`src/sv/art_pkg.sv`:
```
// Package: shared types and constants of the ACK retransmission tracker.
package art_pkg;

    localparam int QueueDepth = 32;
    localparam int SlotW      = $clog2(QueueDepth);
    localparam int OccW       = SlotW + 1;
    localparam logic [23:0] LingerReset = 24'd200000;
    localparam logic [3:0]  RetryReset  = 4'd3;

    typedef enum logic [2:0] {
        CMD_ENQ   = 3'd0,
        CMD_POP   = 3'd1,
        CMD_ACK   = 3'd2,
        CMD_NAK   = 3'd3,
        CMD_TICK  = 3'd4,
        CMD_CLEAR = 3'd5
    } cmd_t;

    typedef enum logic [2:0] {
        KIND_ENQ  = 3'd0,
        KIND_POP  = 3'd1,
        KIND_MATCH = 3'd2,
        KIND_DONE = 3'd3,
        KIND_END  = 3'd4
    } kind_t;

    typedef enum logic [1:0] {
        ST_EMPTY    = 2'd0,
        ST_PENDING  = 2'd1,
        ST_INFLIGHT = 2'd2,
        ST_DONE     = 2'd3
    } status_t;

    typedef enum logic [1:0] {
        OC_OK      = 2'd0,
        OC_TIMEOUT = 2'd1,
        OC_NAK     = 2'd2,
        OC_ABORTED = 2'd3
    } outcome_t;

    localparam logic CFG_LINGER = 1'b0;
    localparam logic CFG_RETRY  = 1'b1;

    typedef struct packed {
        logic [2:0]  cmd;
        logic [7:0]  msg_id;
        logic [15:0] seq;
        logic        ack_req;
        logic        notify;
        logic [23:0] ack_wait_us;
        logic [31:0] now_us;
    } in_word_t;

    typedef struct packed {
        logic [2:0]  kind;
        logic        ok;
        logic [4:0]  slot;
        logic [7:0]  out_msg_id;
        logic [15:0] out_seq;
        logic [1:0]  outcome;
        logic        last;
    } out_word_t;

    typedef struct packed {
        status_t     status;
        logic [7:0]  msg;
        logic [15:0] counter;
        logic        wants_ack;
        logic        notify;
        logic [31:0] deadline;
        logic [3:0]  retries;
        outcome_t    outcome;
    } entry_t;

endpackage

```
`src/sv/ack_retransmit_tracker_unit.sv`:
```
// Top level: ACK retransmission queue with entry memory and walk sequencer.
//
// Input words arrive on in_valid/in_ready/in_data, result words leave on
// out_valid/out_ready/out_data, and registers are written on cfg_valid/
// cfg_ready/cfg_index/cfg_data (index 0 linger_us, 1 retry_limit); cfg_ready
// is always high. Entries live in one 32-entry synchronous memory with a
// registered read. Enqueue is answered directly from idle. Pop, ack, nak,
// tick and clear walk the occupied entries from the head, one entry per
// cycle through the memory read port while the output register is free, and
// pop/ack/nak stop at the first match. Tick and clear give one completion
// word per reported entry and then a walk-end word; the other commands give
// one word. A single output register holds the next word; while it is
// stalled by out_ready the walk holds in place. New input words are taken
// only when no walk is running and the output register is free.
// Reset empties the queue (head and occupancy zero) and restores linger_us to
// 200000 and retry_limit to 3; entry memory contents need no reset because
// only entries below the occupancy are ever read.
module ack_retransmit_tracker_unit (
    input  logic               clk,
    input  logic               rst_n,
    input  logic               in_valid,
    output logic               in_ready,
    input  art_pkg::in_word_t  in_data,
    output logic               out_valid,
    input  logic               out_ready,
    output art_pkg::out_word_t out_data,
    input  logic               cfg_valid,
    output logic               cfg_ready,
    input  logic               cfg_index,
    input  logic [23:0]        cfg_data
);
    import art_pkg::*;

    typedef enum logic [2:0] {
        S_IDLE = 3'b001,
        S_WALK = 3'b010,
        S_FIN  = 3'b100
    } state_t;

    state_t         state_reg, state_next;
    logic [23:0]    linger_reg;
    logic [3:0]     retry_reg;
    logic [SlotW-1:0] head_reg, head_next;
    logic [OccW-1:0]  occ_reg, occ_next;
    logic [SlotW-1:0] idx_reg, idx_next;
    logic [OccW-1:0]  cnt_reg, cnt_next;
    logic           pre_reg, pre_next;
    in_word_t       cmd_reg;
    logic           out_valid_reg, out_valid_next;
    out_word_t      out_data_reg, out_data_next;

    entry_t         mem [QueueDepth];
    entry_t         rdata_reg;
    logic [SlotW-1:0] raddr, waddr;
    logic           we;
    entry_t         wdata;

    logic           free, accept, last_entry, expired;
    logic [31:0]    age;
    logic [SlotW-1:0] cur_slot;
    entry_t         e;

    assign free      = !out_valid_reg || out_ready;
    assign in_ready  = (state_reg == S_IDLE) && free;
    assign accept    = in_valid && in_ready;
    assign cfg_ready = 1'b1;
    assign out_valid = out_valid_reg;
    assign out_data  = out_data_reg;

    assign cur_slot   = head_reg + idx_reg;
    assign last_entry = ({1'b0, idx_reg} + OccW'(1)) == occ_reg;
    assign age        = cmd_reg.now_us - rdata_reg.deadline;
    assign expired    = !age[31];

    // Hold configuration registers
    always_ff @(posedge clk or negedge rst_n)
    begin
        if (!rst_n)
        begin
            linger_reg <= LingerReset;
            retry_reg  <= RetryReset;
        end
        else if (cfg_valid)
        begin
            if (cfg_index == CFG_LINGER)
                linger_reg <= cfg_data;
            else
                retry_reg <= cfg_data[3:0];
        end
    end

    // Entry memory: one write port, one registered read port
    always_ff @(posedge clk)
    begin
        if (we)
            mem[waddr] <= wdata;
        rdata_reg <= mem[raddr];
    end

    // Sequence enqueue and the walks
    always_comb
    begin
        state_next     = state_reg;
        head_next      = head_reg;
        occ_next       = occ_reg;
        idx_next       = idx_reg;
        cnt_next       = cnt_reg;
        pre_next       = pre_reg;
        out_valid_next = out_valid_reg && !out_ready;
        out_data_next  = out_data_reg;
        raddr          = head_reg;
        waddr          = cur_slot;
        we             = 1'b0;
        wdata          = rdata_reg;
        e              = rdata_reg;

        unique case (state_reg)
            S_IDLE:
            begin
                idx_next = '0;
                cnt_next = '0;
                pre_next = 1'b1;
                if (accept)
                begin
                    if (in_data.cmd == CMD_ENQ)
                    begin
                        out_valid_next = 1'b1;
                        out_data_next  = '0;
                        out_data_next.kind = KIND_ENQ;
                        out_data_next.last = 1'b1;
                        if (occ_reg < OccW'(QueueDepth))
                        begin
                            waddr = head_reg + occ_reg[SlotW-1:0];
                            we    = 1'b1;
                            wdata.status    = ST_PENDING;
                            wdata.msg       = in_data.msg_id;
                            wdata.counter   = in_data.seq;
                            wdata.wants_ack = in_data.ack_req;
                            wdata.notify    = in_data.notify;
                            wdata.deadline  = in_data.now_us + {8'd0, in_data.ack_req ?
                                              in_data.ack_wait_us : linger_reg};
                            wdata.retries   = '0;
                            wdata.outcome   = OC_OK;
                            occ_next = occ_reg + OccW'(1);
                            out_data_next.ok         = 1'b1;
                            out_data_next.slot       = waddr;
                            out_data_next.out_msg_id = in_data.msg_id;
                            out_data_next.out_seq    = in_data.seq;
                        end
                    end
                    else if (in_data.cmd <= CMD_CLEAR)
                    begin
                        state_next = (occ_reg == '0) ? S_FIN : S_WALK;
                    end
                end
            end

            S_WALK:
            begin
                raddr = cur_slot;
                if (free)
                begin
                    raddr    = cur_slot + SlotW'(1);
                    idx_next = idx_reg + SlotW'(1);
                    if (last_entry)
                        state_next = S_FIN;
                    out_data_next = '0;
                    out_data_next.slot       = cur_slot;
                    out_data_next.out_msg_id = rdata_reg.msg;
                    out_data_next.out_seq    = rdata_reg.counter;
                    case (cmd_reg.cmd)
                        CMD_POP:
                        begin
                            if (rdata_reg.status == ST_PENDING)
                            begin
                                if (rdata_reg.wants_ack)
                                begin
                                    e.status   = ST_INFLIGHT;
                                    e.deadline = cmd_reg.now_us + {8'd0, linger_reg};
                                end
                                else
                                begin
                                    e.status  = ST_DONE;
                                    e.outcome = OC_OK;
                                end
                                we = 1'b1;
                                wdata = e;
                                out_valid_next = 1'b1;
                                out_data_next.kind = KIND_POP;
                                out_data_next.ok   = 1'b1;
                                out_data_next.last = 1'b1;
                                state_next = S_IDLE;
                            end
                        end
                        CMD_ACK, CMD_NAK:
                        begin
                            if (rdata_reg.status == ST_INFLIGHT &&
                                rdata_reg.msg == cmd_reg.msg_id &&
                                rdata_reg.counter == cmd_reg.seq)
                            begin
                                e.status  = ST_DONE;
                                e.outcome = (cmd_reg.cmd == CMD_ACK) ? OC_OK : OC_NAK;
                                we = 1'b1;
                                wdata = e;
                                out_valid_next = 1'b1;
                                out_data_next.kind = KIND_MATCH;
                                out_data_next.ok   = 1'b1;
                                out_data_next.last = 1'b1;
                                state_next = S_IDLE;
                            end
                        end
                        CMD_TICK:
                        begin
                            if (rdata_reg.status == ST_PENDING && expired)
                            begin
                                e.status  = ST_DONE;
                                e.outcome = OC_TIMEOUT;
                            end
                            else if (rdata_reg.status == ST_INFLIGHT && expired)
                            begin
                                if (rdata_reg.retries < retry_reg)
                                begin
                                    e.retries  = rdata_reg.retries + 4'd1;
                                    e.status   = ST_PENDING;
                                    e.deadline = cmd_reg.now_us + {8'd0, linger_reg};
                                end
                                else
                                begin
                                    e.status  = ST_DONE;
                                    e.outcome = OC_TIMEOUT;
                                end
                            end
                            if (e.status == ST_DONE && e.notify)
                            begin
                                e.notify = 1'b0;
                                out_valid_next = 1'b1;
                                out_data_next.kind    = KIND_DONE;
                                out_data_next.ok      = (e.outcome == OC_OK);
                                out_data_next.outcome = e.outcome;
                            end
                            // Count the finished run at the head
                            if (pre_reg && e.status == ST_DONE)
                                cnt_next = cnt_reg + OccW'(1);
                            else
                                pre_next = 1'b0;
                            we = 1'b1;
                            wdata = e;
                        end
                        CMD_CLEAR:
                        begin
                            if (rdata_reg.notify)
                            begin
                                out_valid_next = 1'b1;
                                out_data_next.kind    = KIND_DONE;
                                out_data_next.outcome = OC_ABORTED;
                            end
                        end
                        default:
                        begin
                            state_next = S_IDLE;
                        end
                    endcase
                end
            end

            S_FIN:
            begin
                if (free)
                begin
                    out_valid_next = 1'b1;
                    out_data_next  = '0;
                    out_data_next.last = 1'b1;
                    case (cmd_reg.cmd)
                        CMD_POP:          out_data_next.kind = KIND_POP;
                        CMD_ACK, CMD_NAK: out_data_next.kind = KIND_MATCH;
                        default:          out_data_next.kind = KIND_END;
                    endcase
                    if (cmd_reg.cmd == CMD_TICK)
                    begin
                        head_next = head_reg + cnt_reg[SlotW-1:0];
                        occ_next  = occ_reg - cnt_reg;
                    end
                    else if (cmd_reg.cmd == CMD_CLEAR)
                    begin
                        head_next = '0;
                        occ_next  = '0;
                    end
                    state_next = S_IDLE;
                end
            end

            default:
            begin
                state_next = S_IDLE;
            end
        endcase
    end

    // Advance control state
    always_ff @(posedge clk or negedge rst_n)
    begin
        if (!rst_n)
        begin
            state_reg     <= S_IDLE;
            head_reg      <= '0;
            occ_reg       <= '0;
            idx_reg       <= '0;
            cnt_reg       <= '0;
            pre_reg       <= 1'b1;
            out_valid_reg <= 1'b0;
        end
        else
        begin
            state_reg     <= state_next;
            head_reg      <= head_next;
            occ_reg       <= occ_next;
            idx_reg       <= idx_next;
            cnt_reg       <= cnt_next;
            pre_reg       <= pre_next;
            out_valid_reg <= out_valid_next;
        end
    end

    // Hold payload registers
    always_ff @(posedge clk)
    begin
        out_data_reg <= out_data_next;
        if (accept)
            cmd_reg <= in_data;
    end

endmodule
```
`config.mk`:
```
export PLATFORM = sky130hd
export DESIGN_NAME = ack_retransmit_tracker_unit
export DESIGN_NICKNAME = d
export VERILOG_FILES = /design/src/sv/art_pkg.sv /design/src/sv/ack_retransmit_tracker_unit.sv
export SDC_FILE = /design/constraint.sdc
export NUM_CORES = 2
export LEC_CHECK = 0
export BUFFER_PORTS_ARGS = -buffer_cell sky130_fd_sc_hd__buf_2
export CELL_PAD_IN_SITES_DETAIL_PLACEMENT = 1
export CELL_PAD_IN_SITES_GLOBAL_PLACEMENT = 1
export CORE_UTILIZATION = 45
export CTS_CLUSTER_SIZE = 25
export DETAILED_ROUTE_END_ITERATION = 8
export PLACE_DENSITY = 0.7
export SLEW_MARGIN = 20
export SYNTH_ARGS = -nofsm -noshare
export SYNTH_HDL_FRONTEND = slang
export SYNTH_SLANG_ARGS = --single-unit
```
`constraint.sdc`:
```
create_clock -name clk -period 5.91 [get_ports clk]
set_input_delay 1.773 -clock clk [delete_from_list [all_inputs] [get_ports clk]]
set_output_delay 1.773 -clock clk [all_outputs]
set_load 0.02 [all_outputs]
```
# Word level (Yosys, flattened, before mapping)
# Memories as Yosys holds them, arrays and structs flattened. A register that Yosys moved wholly into a read port is not among the register bits.
# Cells that the tools add are included.
classes:
  add_sub_neg: 13
  n_lt_le_gt_ge: 3
  n_eq_ne: 25
  muxes: 101
  n_bitwise: 1
  reduce_logical: 31
ops:
  columns: ["operator", "count"]
  rows:
  - ["66-bit 2-to-1 mux", 6]
  - ["36-bit 2-to-1 mux", 6]
  - ["66-bit one-hot mux with 3 select lines", 1]
  - ["66-bit one-hot mux with 2 select lines", 1]
  - ["36-bit one-hot mux with 3 select lines", 1]
  - ["32-bit by 24-bit adder with 32-bit output", 2]
  - ["6-bit 2-to-1 mux", 9]
  - ["5-bit 2-to-1 mux", 9]
  - ["38-bit 2-to-1 mux", 1]
  - ["2-bit 2-to-1 mux", 17]
  - ["3-bit 2-to-1 mux", 11]
  - ["32-bit 2-to-1 mux", 1]
  - ["32-bit subtractor", 1]
  - ["30-bit 2-to-1 mux", 1]
  - ["24-bit 2-to-1 mux", 1]
  - ["6-bit one-hot mux with 2 select lines", 2]
  - ["1-bit 2-to-1 mux", 21]
  - ["3-bit one-hot mux with 3 select lines", 2]
  - ["16-bit equality test", 1]
  - ["5-bit adder", 3]
  - ["2-bit != test (second input constant)", 7]
  - ["6-bit by 1-bit adder with 6-bit output (second input constant)", 2]
  - ["3-bit one-hot mux with 4 select lines", 1]
  - ["5-bit by 1-bit adder with 5-bit output (second input constant)", 2]
  - ["other kinds (36)", 65]
totals:
  regBits: 150
  ramBits: 2112
  inputBits: 115
  wordCells: 195
  n_memories: 1
mem_list:
  columns: ["name", "depth", "width", "rd", "rd_ports_with_merged_regs", "wr", "line", "source"]
  rows:
  - ["mem", 32, 66, 1, 1, 1, "ack_retransmit_tracker_unit.sv:52", "entry_t mem [QueueDepth];"]

# Logic depth before layout (Yosys ltp)
depth:
  depth_word: 14
  mapped_depth: 15
  mapped_depth_nobuf: 13

# Worst setup path before layout
# Ideal clock, no wire load.
synth_path:
  kind: "input port to flip-flop"
  start: "input in_data[57] (netlist bit)"
  end: "memory mem[0][31] (netlist bit) (data pin)"
  arrival_time_ns: 6.112
  setup_slack_ns: -0.656
  cell_stages: 13
  n_path_buf: 2
  path_cell_list: "clkbuf_1 clkbuf_1 mux2_2 ha_1 a21o_1 a21o_1 a2111oi_0 o31ai_1 a221oi_1 o41ai_2 nand2_1 xor2_1 o21ai_0"
synth_rtl:
  columns: ["item", "line", "source"]
  rows:
  - ["start: declaration", "ack_retransmit_tracker_unit.sv:23", "input art_pkg::in_word_t in_data,"]
  - ["end: declaration", "ack_retransmit_tracker_unit.sv:52", null]

# Worst setup path in the final report
layout_path:
  start: "register, netlist name rdata_reg[65]"
  end: "memory mem[18][43] (netlist bit), enable pin"
layout_via:
  elab_chain_cells: 9
  word_cells_on_any_way: 11
layout_rtl:
  columns: ["item", "line", "source"]
  rows:
  - ["2-bit equality test", "ack_retransmit_tracker_unit.sv:197", "if (rdata_reg.status == ST_INFLIGHT &&"]
  - ["1-bit logical AND", "ack_retransmit_tracker_unit.sv:197", null]
  - ["1-bit logical AND", "ack_retransmit_tracker_unit.sv:198", "rdata_reg.msg == cmd_reg.msg_id &&"]
  - ["1-bit 2-to-1 mux", "ack_retransmit_tracker_unit.sv:197", null]
  - ["1-bit one-hot mux with 3 select lines (*)", "ack_retransmit_tracker_unit.sv:171", "case (cmd_reg.cmd)"]
  - ["1-bit 2-to-1 mux (*)", "ack_retransmit_tracker_unit.sv:161", "if (free)"]
  - ["1-bit one-hot mux with 2 select lines (*)", "ack_retransmit_tracker_unit.sv:117", "unique case (state_reg)"]
  - ["1-bit 2-to-1 mux (*)", "ack_retransmit_tracker_unit.sv:95", "if (we)"]
  - ["1-bit 2-to-1 mux (not written as such) (*)", "ack_retransmit_tracker_unit.sv:96", "mem[waddr] <= wdata;"]
# Every way passes the cells marked *; elsewhere a longest branch is shown, timed or not.

==> reports/summary.txt <==
EDFF count, synth: 2207
gr usage total: 29.6%
Comb power frac: 30.0%
Synth Warn #: 0
Switching Fraction: 34.9%
area delta synth->final: 15.9%
WL/cell: 29.6 um
Power per Cell Area: 469 mW/mm2
status: completed
Worst-Skew Late Latency: 0.93 ns
final WL: 324000 um
Die Wd: 465 um
crit share post-route: 84.3%
Via Count: 67.6k
commonest non-fill, non-tap cell in the layout: nand2_1
non-filler cells in the finished layout: 10.9k
prevailing post-synth register cell: edfxtp_1
Yosys top cell by area: edfxtp_1
# H-tree levels: 4
largest net degree at the start of global routing: 100
sequential share of power: 41.6%
Placed Cells: 10.5k
Synth Area in Compound Gates: 7.25%
hold-fix buffer count after cts: 0
DRT Pass-1 Iters: 5
Worst Skew: 0.0730 ns
CP Launch Type: flop
max FFs per register: 2112
WHS: 0.505 ns
P_sw: 18.3 mW
FMAX: 0.201 GHz
# rows: 169
port bufs: 152
Num CTS Buffers: 233
Fillers: 21.1k
unrepaired setup endpoints after global routing: false
GRT overflow: 0
CTS Root Cell: clkbuf_16
Worst path max stage delay: 0.84 ns
DIE HEIGHT: 465 um
Initial Utilization: 45.4%
Max Slew Vio Count: 0
slowest stage cell on the critical path: nor2b_1
crit-path max FO: 15
final worst setup slack: 0.929 ns
crit end category: flop
critical-path cell list: nor2b_1, nand3_1, nor4_1, buf_4, nand2_1, buf_4, a31oi_1, nor2b_1, a21oi_2, buf_4, nor2_4, buf_12
Distinct cells, synth: 77
critical path type: reg2reg
Yosys top cell area share: 68.7%
Post-Synth Adder-Cell Area: 1.51%
Worst VDD drop: 0.269 mV
cell internal pwr: 34.1 mW
IO Pins: 154
clock slew at reported path FFs: 0.06 ns
clock tree buffer depth: 3
P_leak: 39.3 nW
Clock Sink Count: 2328
initial DRC count: 7225
Seq/Total Area, Yosys: 71.5%
Area contributors post-synth: edfxtp_1, nand2_1, nand3_1
placed cell area: 0.104 mm2
Mapped Area: 0.0965 mm2
Multi-input gate area: 0.0259 mm2
core area: 0.213 mm2
antenna-violating nets left: 0
Mapped Nets: 7850
Slew @ Worst Pin: 1.20 ns
utilization after layout: 52.6%
CTS tree: built
Max-slew headroom: 19.6%
CP most frequent cell: buf_4
register area: 0.0690 mm2
first-pass GRT wire length: 471000 um
Die Footprint: 0.216 mm2
vias in the first global route: 69.3k
largest family of logic cells by synthesized area: simple AND/OR/NAND/NOR gates
total chip power: 52.4 mW
ys async rst share: 2.36%
pre-CTS WS: -0.0707 ns
WP data arrival: 5.54 ns
Final setup viols: 0
antenna violations before repair: 11
dpl hpwl: 188000 um
max cap viols: 0
clock power share: 28.4%
setup tns final: 0 ns
Data required, critical path: 6.46 ns
Setup Fix Bufs, Post-CTS: 0
number of gates resized after cts: 0
GP Congestion: 0.857
post-route cell area: 0.112 mm2
residual DRC count: 0
synthesized instance count: 7622
synthesized flop and latch total: 2328
layout cells sized above 1: 12.7%
Period minus WS final: 4.98 ns
XOR/XNOR share of the synthesized area: 0.990%
Hold Crit Class: reg2reg
mean post-synth cell area: 12.7 um2
Final nets: 8142
Fin. Hold Viols: 0
most frequent cells in the layout: nand2_1, edfxtp_1, nand3_1
Synth Area in Simple Gates: 15.9%
mux contribution to synthesized area: 0.639%
vias per inst: 6.18
==> path summary, 6_finish.rpt <==
path,slack (ns),start,to,cells past startpoint
max reg2reg,0.93,rdata_reg[65],mem[18][43],12
min in group asynchronous,1.01,rst_n,state_reg[2],2
min reg2reg,0.50,state_reg[0],state_reg[0],2
max in group asynchronous,4.36,rst_n,linger_reg[23],2
max,0.93,rdata_reg[65],mem[18][43],12
min,0.50,state_reg[0],state_reg[0],2
==> cells by family after synthesis <==
logic type / count (synthesis)
xor gates and xnor gates: 109
buffers and inverters: 559
other: 1
AOI/OAI and AO/OA: 901
and+or+nand+nor: 3556
adders and majority gates: 113
DFF: 2328
muxes: 55
==> cell usage after synthesis, types with 68 or more instances <==
cell,number
a21oi_1,84
a311oi_1,397
and3_1,276
clkbuf_1,414
edfxtp_1,2207
ha_1,107
nand2_1,2303
nand3_1,761
nor2_1,101
o21ai_0,77
o311ai_0,68
o31ai_1,76
==> layer usage <==
layer  vias up  track usage (%)  share of wire (%)
li1      28900                -                  -
met1     35100             39.9                 41
met2      2949             47.9                 47
met3       646             4.44                7.5
met4         2             12.2                4.3
met5         -                0             0.0034
==> power groups by stage <==
stage               clock network [mW]  logic (mW)  registers, mW
global placement                     0        14.8           22.1
detailed placement                   0        15.4           22.1
floorplan                            0        8.71           22.0
finish                            14.9        15.7           21.8
CTS                               15.1        15.5           21.8
global route                      15.6        16.8           21.8
==> worst max-delay path: cells and delay by family (launching register included) <==
kind	cells	cell delay [ns]
simple gates	6	2.43
buf+inv	4	0.97
compound gates	2	0.63
flops	1	0.53
==> cell type report <==
cell class,count,area share (%)
Multi-Input combinational cell,4735,23.2
Clock inverter,124,1.26
Inverter,59,0.198
Antenna cell,4,0.00895
Clock buffer,313,5.57
Timing Repair Buffer,557,4.89
Sequential cell,2328,61.7
Tap cell,2821,3.16
Note: power is estimated with default switching activity, not from simulation.
